[src/hdl/drmt_pkg.sv]
// ----------------------------------------------------------------------------
// drmt_pkg - shared types and constants of the drag run milestone timer
// Holds the fixed-point widths, the mark and band thresholds for both unit
// modes, the event codes and the job record passed from front to back.
// ----------------------------------------------------------------------------
`default_nettype none

package drmt_pkg;

  // Distance accumulator width (valid range 32..48)
  localparam int ACC_W   = 40;
  localparam int TIME_W  = 32;
  localparam int SPEED_W = 16;
  localparam int PROD_W  = TIME_W + SPEED_W;
  localparam int SUM_W   = ((ACC_W > PROD_W) ? ACC_W : PROD_W) + 1;
  localparam int EV_W    = 3;
  localparam int NUM_EV  = 8;
  localparam int NUM_MARKS = 5;
  localparam int NUM_BANDS = 3;

  // Queue between front and back
  localparam int FIFO_DEPTH = 4;
  localparam int PTR_W      = $clog2(FIFO_DEPTH);

  // Command codes
  localparam logic CMD_SAMPLE = 1'b0;
  localparam logic CMD_START  = 1'b1;

  // Unit modes
  localparam logic MODE_METRIC   = 1'b0;
  localparam logic MODE_IMPERIAL = 1'b1;

  // Event codes
  localparam logic [EV_W-1:0] EV_60FT    = 3'd0;
  localparam logic [EV_W-1:0] EV_330FT   = 3'd1;
  localparam logic [EV_W-1:0] EV_EIGHTH  = 3'd2;
  localparam logic [EV_W-1:0] EV_QUARTER = 3'd3;
  localparam logic [EV_W-1:0] EV_1000FT  = 3'd4;
  localparam logic [EV_W-1:0] EV_BAND0   = 3'd5;
  localparam logic [EV_W-1:0] EV_BAND1   = 3'd6;
  localparam logic [EV_W-1:0] EV_BAND2   = 3'd7;

  // Distance marks; one count is 1/360000000 km or mile
  localparam logic [31:0] MARK_METRIC [NUM_MARKS] =
    '{32'd6583544, 32'd36209488, 32'd72420480, 32'd144840960, 32'd109728000};
  localparam logic [31:0] MARK_IMPERIAL [NUM_MARKS] =
    '{32'd4090911, 32'd22500000, 32'd45000000, 32'd90000000, 32'd68181819};

  // Speed band thresholds in hundredths
  localparam logic [SPEED_W-1:0] BAND_METRIC [NUM_BANDS] =
    '{16'd10000, 16'd20000, 16'd30000};
  localparam logic [SPEED_W-1:0] BAND_IMPERIAL [NUM_BANDS] =
    '{16'd6000, 16'd12000, 16'd18000};

  // One sample's worth of events, queued for the back end
  typedef struct packed {
    logic [NUM_EV-1:0]  fire;
    logic [TIME_W-1:0]  elapsed;
    logic [SPEED_W-1:0] speed;
    logic [TIME_W-1:0]  band1_time;
    logic [TIME_W-1:0]  band2_time;
  } job_t;

endpackage

`default_nettype wire

[src/hdl/drmt_front.sv]
// ----------------------------------------------------------------------------
// drmt_front - sample intake and milestone classification
// Stage 0 takes a transaction, computes the interval product and the speed
// band hits. Stage 1 accumulates distance, tests the marks and queues a job.
// ----------------------------------------------------------------------------
`default_nettype none

module drmt_front (
  input  wire logic                        clk,
  input  wire logic                        rst_n,
  input  wire logic                        unit_mode,
  input  wire logic                        in_tvalid,
  output logic                             in_tready,
  input  wire logic                        in_command,
  input  wire logic [drmt_pkg::TIME_W-1:0] in_elapsed,
  input  wire logic [drmt_pkg::SPEED_W-1:0] in_speed,
  output logic                             push,
  output drmt_pkg::job_t                   push_job,
  input  wire logic                        q_full
);
  import drmt_pkg::*;

  // Stage 0 state
  logic                 armed_r;
  logic [TIME_W-1:0]    prev_r;
  logic [NUM_BANDS-1:0] band_done_r;
  logic [TIME_W-1:0]    first_band_r;
  logic [TIME_W-1:0]    second_band_r;

  // Stage 1 registers
  logic                 s1_valid_r;
  logic                 s1_start_r;
  logic [PROD_W-1:0]    s1_prod_r;
  logic [TIME_W-1:0]    s1_elapsed_r;
  logic [SPEED_W-1:0]   s1_speed_r;
  logic [NUM_BANDS-1:0] s1_band_r;
  logic [TIME_W-1:0]    s1_t1_r;
  logic [TIME_W-1:0]    s1_t2_r;

  // Stage 1 state
  logic [ACC_W-1:0]     acc_r;
  logic [NUM_MARKS-1:0] mark_done_r;

  logic                 accept;
  logic                 s1_load;
  logic                 s1_fire;
  logic                 need_push;
  logic [TIME_W-1:0]    dt;
  logic [NUM_BANDS-1:0] band_hit;
  logic [TIME_W-1:0]    first_eff;
  logic [TIME_W-1:0]    t1;
  logic [TIME_W-1:0]    second_eff;
  logic [TIME_W-1:0]    t2;
  logic [SUM_W-1:0]     sum;
  logic [ACC_W-1:0]     acc_sat;
  logic [NUM_MARKS-1:0] mark_hit;

  // Handshake and stage advance
  assign need_push = !s1_start_r && ((|mark_hit) || (|s1_band_r));
  assign s1_fire   = s1_valid_r && (!need_push || !q_full);
  assign push      = s1_valid_r && need_push && !q_full;
  assign in_tready = !s1_valid_r || s1_fire;
  assign accept    = in_tvalid && in_tready;
  assign s1_load   = accept && ((in_command == CMD_START) || armed_r);

  // Interval and speed band tests
  always_comb begin
    dt = (in_elapsed >= prev_r) ? (in_elapsed - prev_r) : '0;
    for (int i = 0; i < NUM_BANDS; i++) begin
      band_hit[i] = !band_done_r[i] &&
                    (in_speed >= ((unit_mode == MODE_IMPERIAL) ?
                                  BAND_IMPERIAL[i] : BAND_METRIC[i]));
    end
    first_eff  = band_hit[0] ? in_elapsed : first_band_r;
    t1         = in_elapsed - first_eff;
    second_eff = band_hit[1] ? t1 : second_band_r;
    t2         = in_elapsed - first_eff - second_eff;
  end

  // Stage 0 run state
  always_ff @(posedge clk) begin
    if (!rst_n) begin
      armed_r       <= 1'b0;
      prev_r        <= '0;
      band_done_r   <= '0;
      first_band_r  <= '0;
      second_band_r <= '0;
    end else if (accept) begin
      if (in_command == CMD_START) begin
        armed_r       <= 1'b1;
        prev_r        <= '0;
        band_done_r   <= '0;
        first_band_r  <= '0;
        second_band_r <= '0;
      end else if (armed_r) begin
        prev_r        <= in_elapsed;
        band_done_r   <= band_done_r | band_hit;
        first_band_r  <= first_eff;
        second_band_r <= second_eff;
      end
    end
  end

  // Stage 1 valid
  always_ff @(posedge clk) begin
    if (!rst_n) begin
      s1_valid_r <= 1'b0;
    end else if (s1_load) begin
      s1_valid_r <= 1'b1;
    end else if (s1_fire) begin
      s1_valid_r <= 1'b0;
    end
  end

  // Stage 1 payload
  always_ff @(posedge clk) begin
    if (s1_load) begin
      s1_start_r   <= (in_command == CMD_START);
      s1_prod_r    <= dt * in_speed;
      s1_elapsed_r <= in_elapsed;
      s1_speed_r   <= in_speed;
      s1_band_r    <= band_hit;
      s1_t1_r      <= t1;
      s1_t2_r      <= t2;
    end
  end

  // Accumulate, saturate and test the marks
  always_comb begin
    sum     = SUM_W'(acc_r) + SUM_W'(s1_prod_r);
    acc_sat = (|sum[SUM_W-1:ACC_W]) ? {ACC_W{1'b1}} : sum[ACC_W-1:0];
    for (int i = 0; i < NUM_MARKS; i++) begin
      mark_hit[i] = !mark_done_r[i] &&
                    (sum >= SUM_W'((unit_mode == MODE_IMPERIAL) ?
                                   MARK_IMPERIAL[i] : MARK_METRIC[i]));
    end
  end

  // Stage 1 run state
  always_ff @(posedge clk) begin
    if (!rst_n) begin
      acc_r       <= '0;
      mark_done_r <= '0;
    end else if (s1_fire) begin
      if (s1_start_r) begin
        acc_r       <= '0;
        mark_done_r <= '0;
      end else begin
        acc_r       <= acc_sat;
        mark_done_r <= mark_done_r | mark_hit;
      end
    end
  end

  // Job record for the back end
  always_comb begin
    push_job.fire       = {s1_band_r, mark_hit};
    push_job.elapsed    = s1_elapsed_r;
    push_job.speed      = s1_speed_r;
    push_job.band1_time = s1_t1_r;
    push_job.band2_time = s1_t2_r;
  end

endmodule

`default_nettype wire

[src/hdl/drmt_fifo.sv]
// ----------------------------------------------------------------------------
// drmt_fifo - short job queue between front and back
// Decouples classification from event drain so either side can stall.
// ----------------------------------------------------------------------------
`default_nettype none

module drmt_fifo (
  input  wire logic           clk,
  input  wire logic           rst_n,
  input  wire logic           push,
  input  wire drmt_pkg::job_t wr_job,
  output logic                full,
  input  wire logic           pop,
  output drmt_pkg::job_t      rd_job,
  output logic                empty
);
  import drmt_pkg::*;

  job_t             mem_r [FIFO_DEPTH];
  logic [PTR_W-1:0] wr_ptr_r;
  logic [PTR_W-1:0] rd_ptr_r;
  logic [PTR_W:0]   count_r;

  assign full   = (count_r == (PTR_W+1)'(FIFO_DEPTH));
  assign empty  = (count_r == '0);
  assign rd_job = mem_r[rd_ptr_r];

  // Store entry
  always_ff @(posedge clk) begin
    if (push) begin
      mem_r[wr_ptr_r] <= wr_job;
    end
  end

  // Advance pointers and occupancy
  always_ff @(posedge clk) begin
    if (!rst_n) begin
      wr_ptr_r <= '0;
      rd_ptr_r <= '0;
      count_r  <= '0;
    end else begin
      if (push) begin
        wr_ptr_r <= wr_ptr_r + 1'b1;
      end
      if (pop) begin
        rd_ptr_r <= rd_ptr_r + 1'b1;
      end
      if (push && !pop) begin
        count_r <= count_r + 1'b1;
      end else if (pop && !push) begin
        count_r <= count_r - 1'b1;
      end
    end
  end

endmodule

`default_nettype wire

[src/hdl/drmt_back.sv]
// ----------------------------------------------------------------------------
// drmt_back - event drain
// Takes one job at a time and emits its events in ascending code order,
// one per cycle through an output register, unless out_tready stalls it.
// ----------------------------------------------------------------------------
`default_nettype none

module drmt_back (
  input  wire logic                         clk,
  input  wire logic                         rst_n,
  input  wire drmt_pkg::job_t               rd_job,
  input  wire logic                         q_empty,
  output logic                              pop,
  output logic                              out_tvalid,
  input  wire logic                         out_tready,
  output logic [drmt_pkg::EV_W-1:0]         out_event,
  output logic [drmt_pkg::TIME_W-1:0]       out_time,
  output logic [drmt_pkg::SPEED_W-1:0]      out_speed,
  output logic                              out_last
);
  import drmt_pkg::*;

  // Current job
  logic                cur_valid_r;
  logic [NUM_EV-1:0]   cur_fire_r;
  logic [TIME_W-1:0]   cur_elapsed_r;
  logic [SPEED_W-1:0]  cur_speed_r;
  logic [TIME_W-1:0]   cur_t1_r;
  logic [TIME_W-1:0]   cur_t2_r;

  // Output register
  logic                out_valid_r;
  logic [EV_W-1:0]     out_event_r;
  logic [TIME_W-1:0]   out_time_r;
  logic [SPEED_W-1:0]  out_speed_r;
  logic                out_last_r;

  logic                out_free;
  logic                emit;
  logic                load;
  logic [EV_W-1:0]     sel;
  logic [NUM_EV-1:0]   remain;
  logic                sel_last;
  logic [TIME_W-1:0]   sel_time;

  // Pick the lowest pending event
  always_comb begin
    sel = '0;
    for (int i = NUM_EV - 1; i >= 0; i--) begin
      if (cur_fire_r[i]) begin
        sel = EV_W'(i);
      end
    end
    remain   = cur_fire_r & ~(NUM_EV'(1) << sel);
    sel_last = (remain == '0);
    case (sel)
      EV_BAND1: sel_time = cur_t1_r;
      EV_BAND2: sel_time = cur_t2_r;
      default:  sel_time = cur_elapsed_r;
    endcase
  end

  assign out_free = !out_valid_r || out_tready;
  assign emit     = cur_valid_r && out_free;
  assign load     = !cur_valid_r || (emit && sel_last);
  assign pop      = load && !q_empty;

  // Hold or refill the current job
  always_ff @(posedge clk) begin
    if (!rst_n) begin
      cur_valid_r <= 1'b0;
    end else if (load) begin
      cur_valid_r <= !q_empty;
    end
  end

  always_ff @(posedge clk) begin
    if (pop) begin
      cur_fire_r    <= rd_job.fire;
      cur_elapsed_r <= rd_job.elapsed;
      cur_speed_r   <= rd_job.speed;
      cur_t1_r      <= rd_job.band1_time;
      cur_t2_r      <= rd_job.band2_time;
    end else if (emit) begin
      cur_fire_r    <= remain;
    end
  end

  // Output register valid
  always_ff @(posedge clk) begin
    if (!rst_n) begin
      out_valid_r <= 1'b0;
    end else if (emit) begin
      out_valid_r <= 1'b1;
    end else if (out_tready) begin
      out_valid_r <= 1'b0;
    end
  end

  // Output register payload
  always_ff @(posedge clk) begin
    if (emit) begin
      out_event_r <= sel;
      out_time_r  <= sel_time;
      out_speed_r <= cur_speed_r;
      out_last_r  <= sel_last;
    end
  end

  assign out_tvalid = out_valid_r;
  assign out_event  = out_event_r;
  assign out_time   = out_time_r;
  assign out_speed  = out_speed_r;
  assign out_last   = out_last_r;

endmodule

`default_nettype wire

[src/hdl/drag_run_milestone_timer.sv]
// ----------------------------------------------------------------------------
// drag_run_milestone_timer - drag strip run timer top level
// Integrates distance from speed samples and reports distance marks and
// speed band times as a stream of events.
// ----------------------------------------------------------------------------
// Usage:
//   in_* carries commands and samples: tuser = 1 starts a new run (arms the
//   timer and clears all milestones), tuser = 0 is a speed sample. Samples
//   before the first start are dropped.
//   out_* carries events, lowest code first; tlast marks the final event
//   caused by one sample. A sample that reaches nothing gives no event.
//   cfg_* writes unit_mode (0 metric, 1 imperial); write it only when idle.
// Timing:
//   One transaction is accepted per cycle while in_tready is high. A sample's
//   events pass from the mark stage register through the job queue and the
//   drain register into the output register. Events drain one per cycle
//   while out_tready is high; the four-entry job queue absorbs bursts before
//   the intake stalls.
// Reset: rst_n (synchronous) disarms the timer, clears run state, the queue
//   and the output register, and selects metric mode.
// Stall: while out_tready is low the event holds, the queue fills and then
//   in_tready drops; no event is lost.
// ----------------------------------------------------------------------------
`default_nettype none

module drag_run_milestone_timer (
  input  wire logic        clk,
  input  wire logic        rst_n,
  // Configuration
  input  wire logic        cfg_valid,
  output logic             cfg_ready,
  input  wire logic        cfg_data,      // unit_mode
  // Input stream
  input  wire logic        in_tvalid,
  output logic             in_tready,
  input  wire logic [47:0] in_tdata,      // [31:0] elapsed_ms, [47:32] speed
  input  wire logic        in_tuser,      // command
  // Result stream
  output logic             out_tvalid,
  input  wire logic        out_tready,
  output logic [55:0]      out_tdata,     // [2:0] event_res, [34:3] time_ms,
                                          // [50:35] speed_at, [55:51] zero
  output logic             out_tlast      // last
);
  import drmt_pkg::*;

  logic                unit_mode_r;
  logic                push;
  job_t                push_job;
  logic                q_full;
  logic                pop;
  job_t                rd_job;
  logic                q_empty;
  logic [EV_W-1:0]     out_event;
  logic [TIME_W-1:0]   out_time;
  logic [SPEED_W-1:0]  out_speed;

  // Unit mode register
  assign cfg_ready = 1'b1;

  always_ff @(posedge clk) begin
    if (!rst_n) begin
      unit_mode_r <= MODE_METRIC;
    end else if (cfg_valid && cfg_ready) begin
      unit_mode_r <= cfg_data;
    end
  end

  drmt_front u_front (
    .clk        (clk),
    .rst_n      (rst_n),
    .unit_mode  (unit_mode_r),
    .in_tvalid  (in_tvalid),
    .in_tready  (in_tready),
    .in_command (in_tuser),
    .in_elapsed (in_tdata[31:0]),
    .in_speed   (in_tdata[47:32]),
    .push       (push),
    .push_job   (push_job),
    .q_full     (q_full)
  );

  drmt_fifo u_fifo (
    .clk    (clk),
    .rst_n  (rst_n),
    .push   (push),
    .wr_job (push_job),
    .full   (q_full),
    .pop    (pop),
    .rd_job (rd_job),
    .empty  (q_empty)
  );

  drmt_back u_back (
    .clk        (clk),
    .rst_n      (rst_n),
    .rd_job     (rd_job),
    .q_empty    (q_empty),
    .pop        (pop),
    .out_tvalid (out_tvalid),
    .out_tready (out_tready),
    .out_event  (out_event),
    .out_time   (out_time),
    .out_speed  (out_speed),
    .out_last   (out_tlast)
  );

  // Pack the result fields
  assign out_tdata = {5'b0, out_speed, out_time, out_event};

endmodule

`default_nettype wire

[config.mk]
export PLATFORM = sky130hd
export DESIGN_NAME = drag_run_milestone_timer
export DESIGN_NICKNAME = d
export VERILOG_FILES = /design/src/hdl/drmt_pkg.sv /design/src/hdl/drmt_front.sv /design/src/hdl/drmt_fifo.sv /design/src/hdl/drmt_back.sv /design/src/hdl/drag_run_milestone_timer.sv
export SDC_FILE = /design/constraint.sdc
export NUM_CORES = 2
export LEC_CHECK = 0
export ABC_AREA = 1
export BUFFER_PORTS_ARGS = -buffer_cell sky130_fd_sc_hd__buf_2
export CORE_ASPECT_RATIO = 1.2
export CORE_UTILIZATION = 35
export DETAILED_ROUTE_END_ITERATION = 6
export GPL_TIMING_DRIVEN = 1
export HOLD_SLACK_MARGIN = 0.08
export PLACE_DENSITY = 0.51
export SETUP_SLACK_MARGIN = 0.4
export SYNTH_ARGS = -nofsm -noshare
export SYNTH_HDL_FRONTEND = slang
export SYNTH_SLANG_ARGS = --single-unit
export TNS_END_PERCENT = 100
[constraint.sdc]
create_clock -name clk -period 19.6 [get_ports clk]
set_input_delay 3.92 -clock clk [delete_from_list [all_inputs] [get_ports clk]]
set_output_delay 3.92 -clock clk [all_outputs]
set_load 0.05 [all_outputs]
==> run metrics <==
share of the clock period used by the worst path 0.705; vias in the first global route 48742; CP max stage delay about 0.60 ns; Die ar. 184000 um^2; synth unique cells 58; Post-synth EDFFs roughly 800; row count 171; dpl hpwl 139000 um; RD Place Congestion 0.921; drt wl/cell around 20 um; main area contributors after synthesis edfxtp_1, fa_1, nand2_1, inv_1, ha_1; core footprint about 180000 um^2; Critical Path AT 14.28 ns; post-route antenna net violation count 0; final setup vio count 0; initial antenna violation count 14; # hold bufs at CTS 0; Setup Buffers After CTS 0; Reg clk slew, reported paths 0.06 ns; crit end category register; P&R area growth vs syn 9.74%; initial DRC count 3556; pre-CTS setup slack 5.04 ns; pin count of the biggest net entering global routing 153; TritonCTS clock tree yes; Startpoint Class input port; synthesized area 63900 um^2; hold path depth 0; WP data required approximately 20 ns; layout cells sized above 1 0.0562; Sink Count 974; CTS Root Cell clkbuf_16; RR Startpoint u_front.prev_r[7]; post-synthesis compound-gate area fraction 0.0785; Largest regs u_fifo.mem_r x480, u_front.s1_prod_r x48, u_front.acc_r x40; largest reg by FF count u_fifo.mem_r; area leader, netlist edfxtp_1; total CTS buffers 101; area post-placement approximately 67000 um^2; DRC Markers 0; Synth Register Bits 974; Die Span X around 400 um; Hold Path Class reg -> reg; critical path peak fanout between 70 and 80; hold endpoint u_back.out_speed[9]; Crit Path Class in -> reg; Peak Freq approximately 72 MHz; Vias/cell about 5.0; Seq/Total Area, Yosys 0.433; R2R Path End u_front.s1_prod_r[47]; first-pass GRT wire length 295000 um; nets@finish ~7900; global-route usage over all layers 0.210; Clock Latency Late Sink 0.73 ns; CTS Buffer Depth 3; unrepaired setup endpoints after global routing false; R2R setup slack 8.94 ns; main combinational cell family by area after synthesis adder cells; ys async rst share 0; clock skew 0.0561 ns; Hold Path Origin u_back.cur_speed_r[9]; Synth Area in XOR/XNOR 0.0175; Post-Synth Simple-Gate Area 0.192; post-synthesis mux area share 0; synth warn 0; Fin Setup TNS 0 ns; H-tree Lvls 3; Ports 115; final instance area 70100 um^2; IO buf count 108; worst-margin pin slew 1.05 ns; slew margin rel. 0.298; status completed; max_cap viols 0; Initial Util 0.353; final slew viol count 0; DRT Pass-1 Iters 6; gate count after technology mapping 7124; post-route minimum period 13.81 ns; max reg flops 480; via count 48435; routed wire length approximately 190000 um; cell mode on critical path nand2_1; Slowest-stage cell, CP buf_4; Synth Area in Adders 0.195; die height 470 um; GRT Residual Overflow 0; Hold Fails Final Rpt 0; Resized cells post-CTS 0; Main synth FF type edfxtp_1; top cell type's share of synthesized area 0.384; Avg Cell Area, Syn 8.97 um^2; Setup WS post-layout just under 6 ns; depth of the most critical reg-to-reg path 45
[how the worst max path moves through the flow]
stage	from	to	slack, ns
floorplan	in_tdata[0]	u_front.s1_prod_r[47]	7.13
global placement	in_tdata[0]	u_front.s1_prod_r[47]	5.27
detailed placement	in_tdata[0]	u_front.s1_prod_r[47]	5.04
CTS	in_tdata[0]	u_front.s1_prod_r[47]	5.80
global route	in_tdata[0]	u_front.s1_prod_r[47]	4.91
finish	in_tdata[0]	u_front.s1_prod_r[47]	5.79
[through the flow]
step / instances / hold slack, ns / utilization
5_1_grt: 9624 / 0.436 / 0.387
4_1_cts: 9623 / 0.419 / 0.387
6_report: 9626 / 0.418 / 0.387
3_5_place_dp: 9437 / 0.405 / 0.369
3_3_place_gp: 9437 / 0.404 / 0.369
2_1_floorplan: 7128 / 0.400 / -
[critical path, delay by kind of cell]
family                     cells  cell delay [ns]
AOI/OAI and AO/OA             18             3.90
adders and majority gates      9             3.37
and+or+nand+nor               12             1.57
buffers and inverters          9             1.46
[cell type report]
class	instances	area [um^2]
Inverter	1109	4170
Clock inverter	62	671
Sequential cell	974	27700
Multi-Input combinational cell	4768	30900
Fill cell	18280	111000
Timing Repair Buffer	164	988
Tap cell	2422	3030
Clock buffer	124	2620
Antenna cell	3	7.51
[placed cells by master, fill, tap and decap left out, types with 43 or more instances in the layout]
| cell type | instances |
|---|---|
| clkbuf_16 | 101 |
| inv_1 | 1059 |
| a21oi_1 | 225 |
| nand4_1 | 228 |
| nor2_1 | 979 |
| o21ai_0 | 414 |
| xnor2_1 | 43 |
| dfxtp_1 | 156 |
| edfxtp_1 | 816 |
| nand3_1 | 180 |
| o22ai_1 | 119 |
| buf_4 | 55 |
| nand2_1 | 1473 |
| xor2_1 | 85 |
| fa_1 | 423 |
| ha_1 | 319 |
| buf_2 | 107 |
[metal layers]
metal  GRT usage  up-vias  routed length, um
met5           0        -                 13
met4      0.0642        2               5690
met3      0.0245      284               8610
met2       0.362     1181              94400
met1       0.273    23798              83200
li1            -    23170                  -
[cells in the mapped netlist (3+ instances only)]
cell / number
o21ai_0: 414
nand3_1: 180
clkbuf_1: 214
edfxtp_1: 816
a21oi_1: 225
a21boi_1: 3
buf_1: 13
a211oi_1: 4
nand3_2: 5
a31oi_1: 27
nand2_2: 5
a21boi_0: 9
buf_4: 18
clkinv_1: 15
o22ai_1: 119
nor2_2: 15
buf_6: 7
nor4_1: 10
o21bai_1: 19
ha_1: 319
fa_1: 423
xnor2_1: 43
a21o_1: 10
nand3b_1: 6
dfxtp_1: 158
o21a_1: 13
nor3_1: 34
nand2_1: 1475
o221ai_1: 4
a2111oi_0: 3
buf_2: 25
o31ai_1: 6
or2_2: 20
inv_1: 1066
nand4_1: 228
xor2_1: 85
o21ai_1: 42
nor2_1: 985
inv_2: 28
a221oi_1: 5
o211ai_1: 6
[cell families (layout without fill, tap and decap cells)]
kind of cell	count (synthesis)	in the layout
fa+ha+maj	742	742
xor+xnor	128	128
simple gates	2976	2976
other cells	2	9
flops	974	974
buf+inv	1386	1459
compound gates	916	916
Power is left out: the tool's default activity adds up to more than one toggle a clock period on the data nets, which glitch-free logic cannot reach.
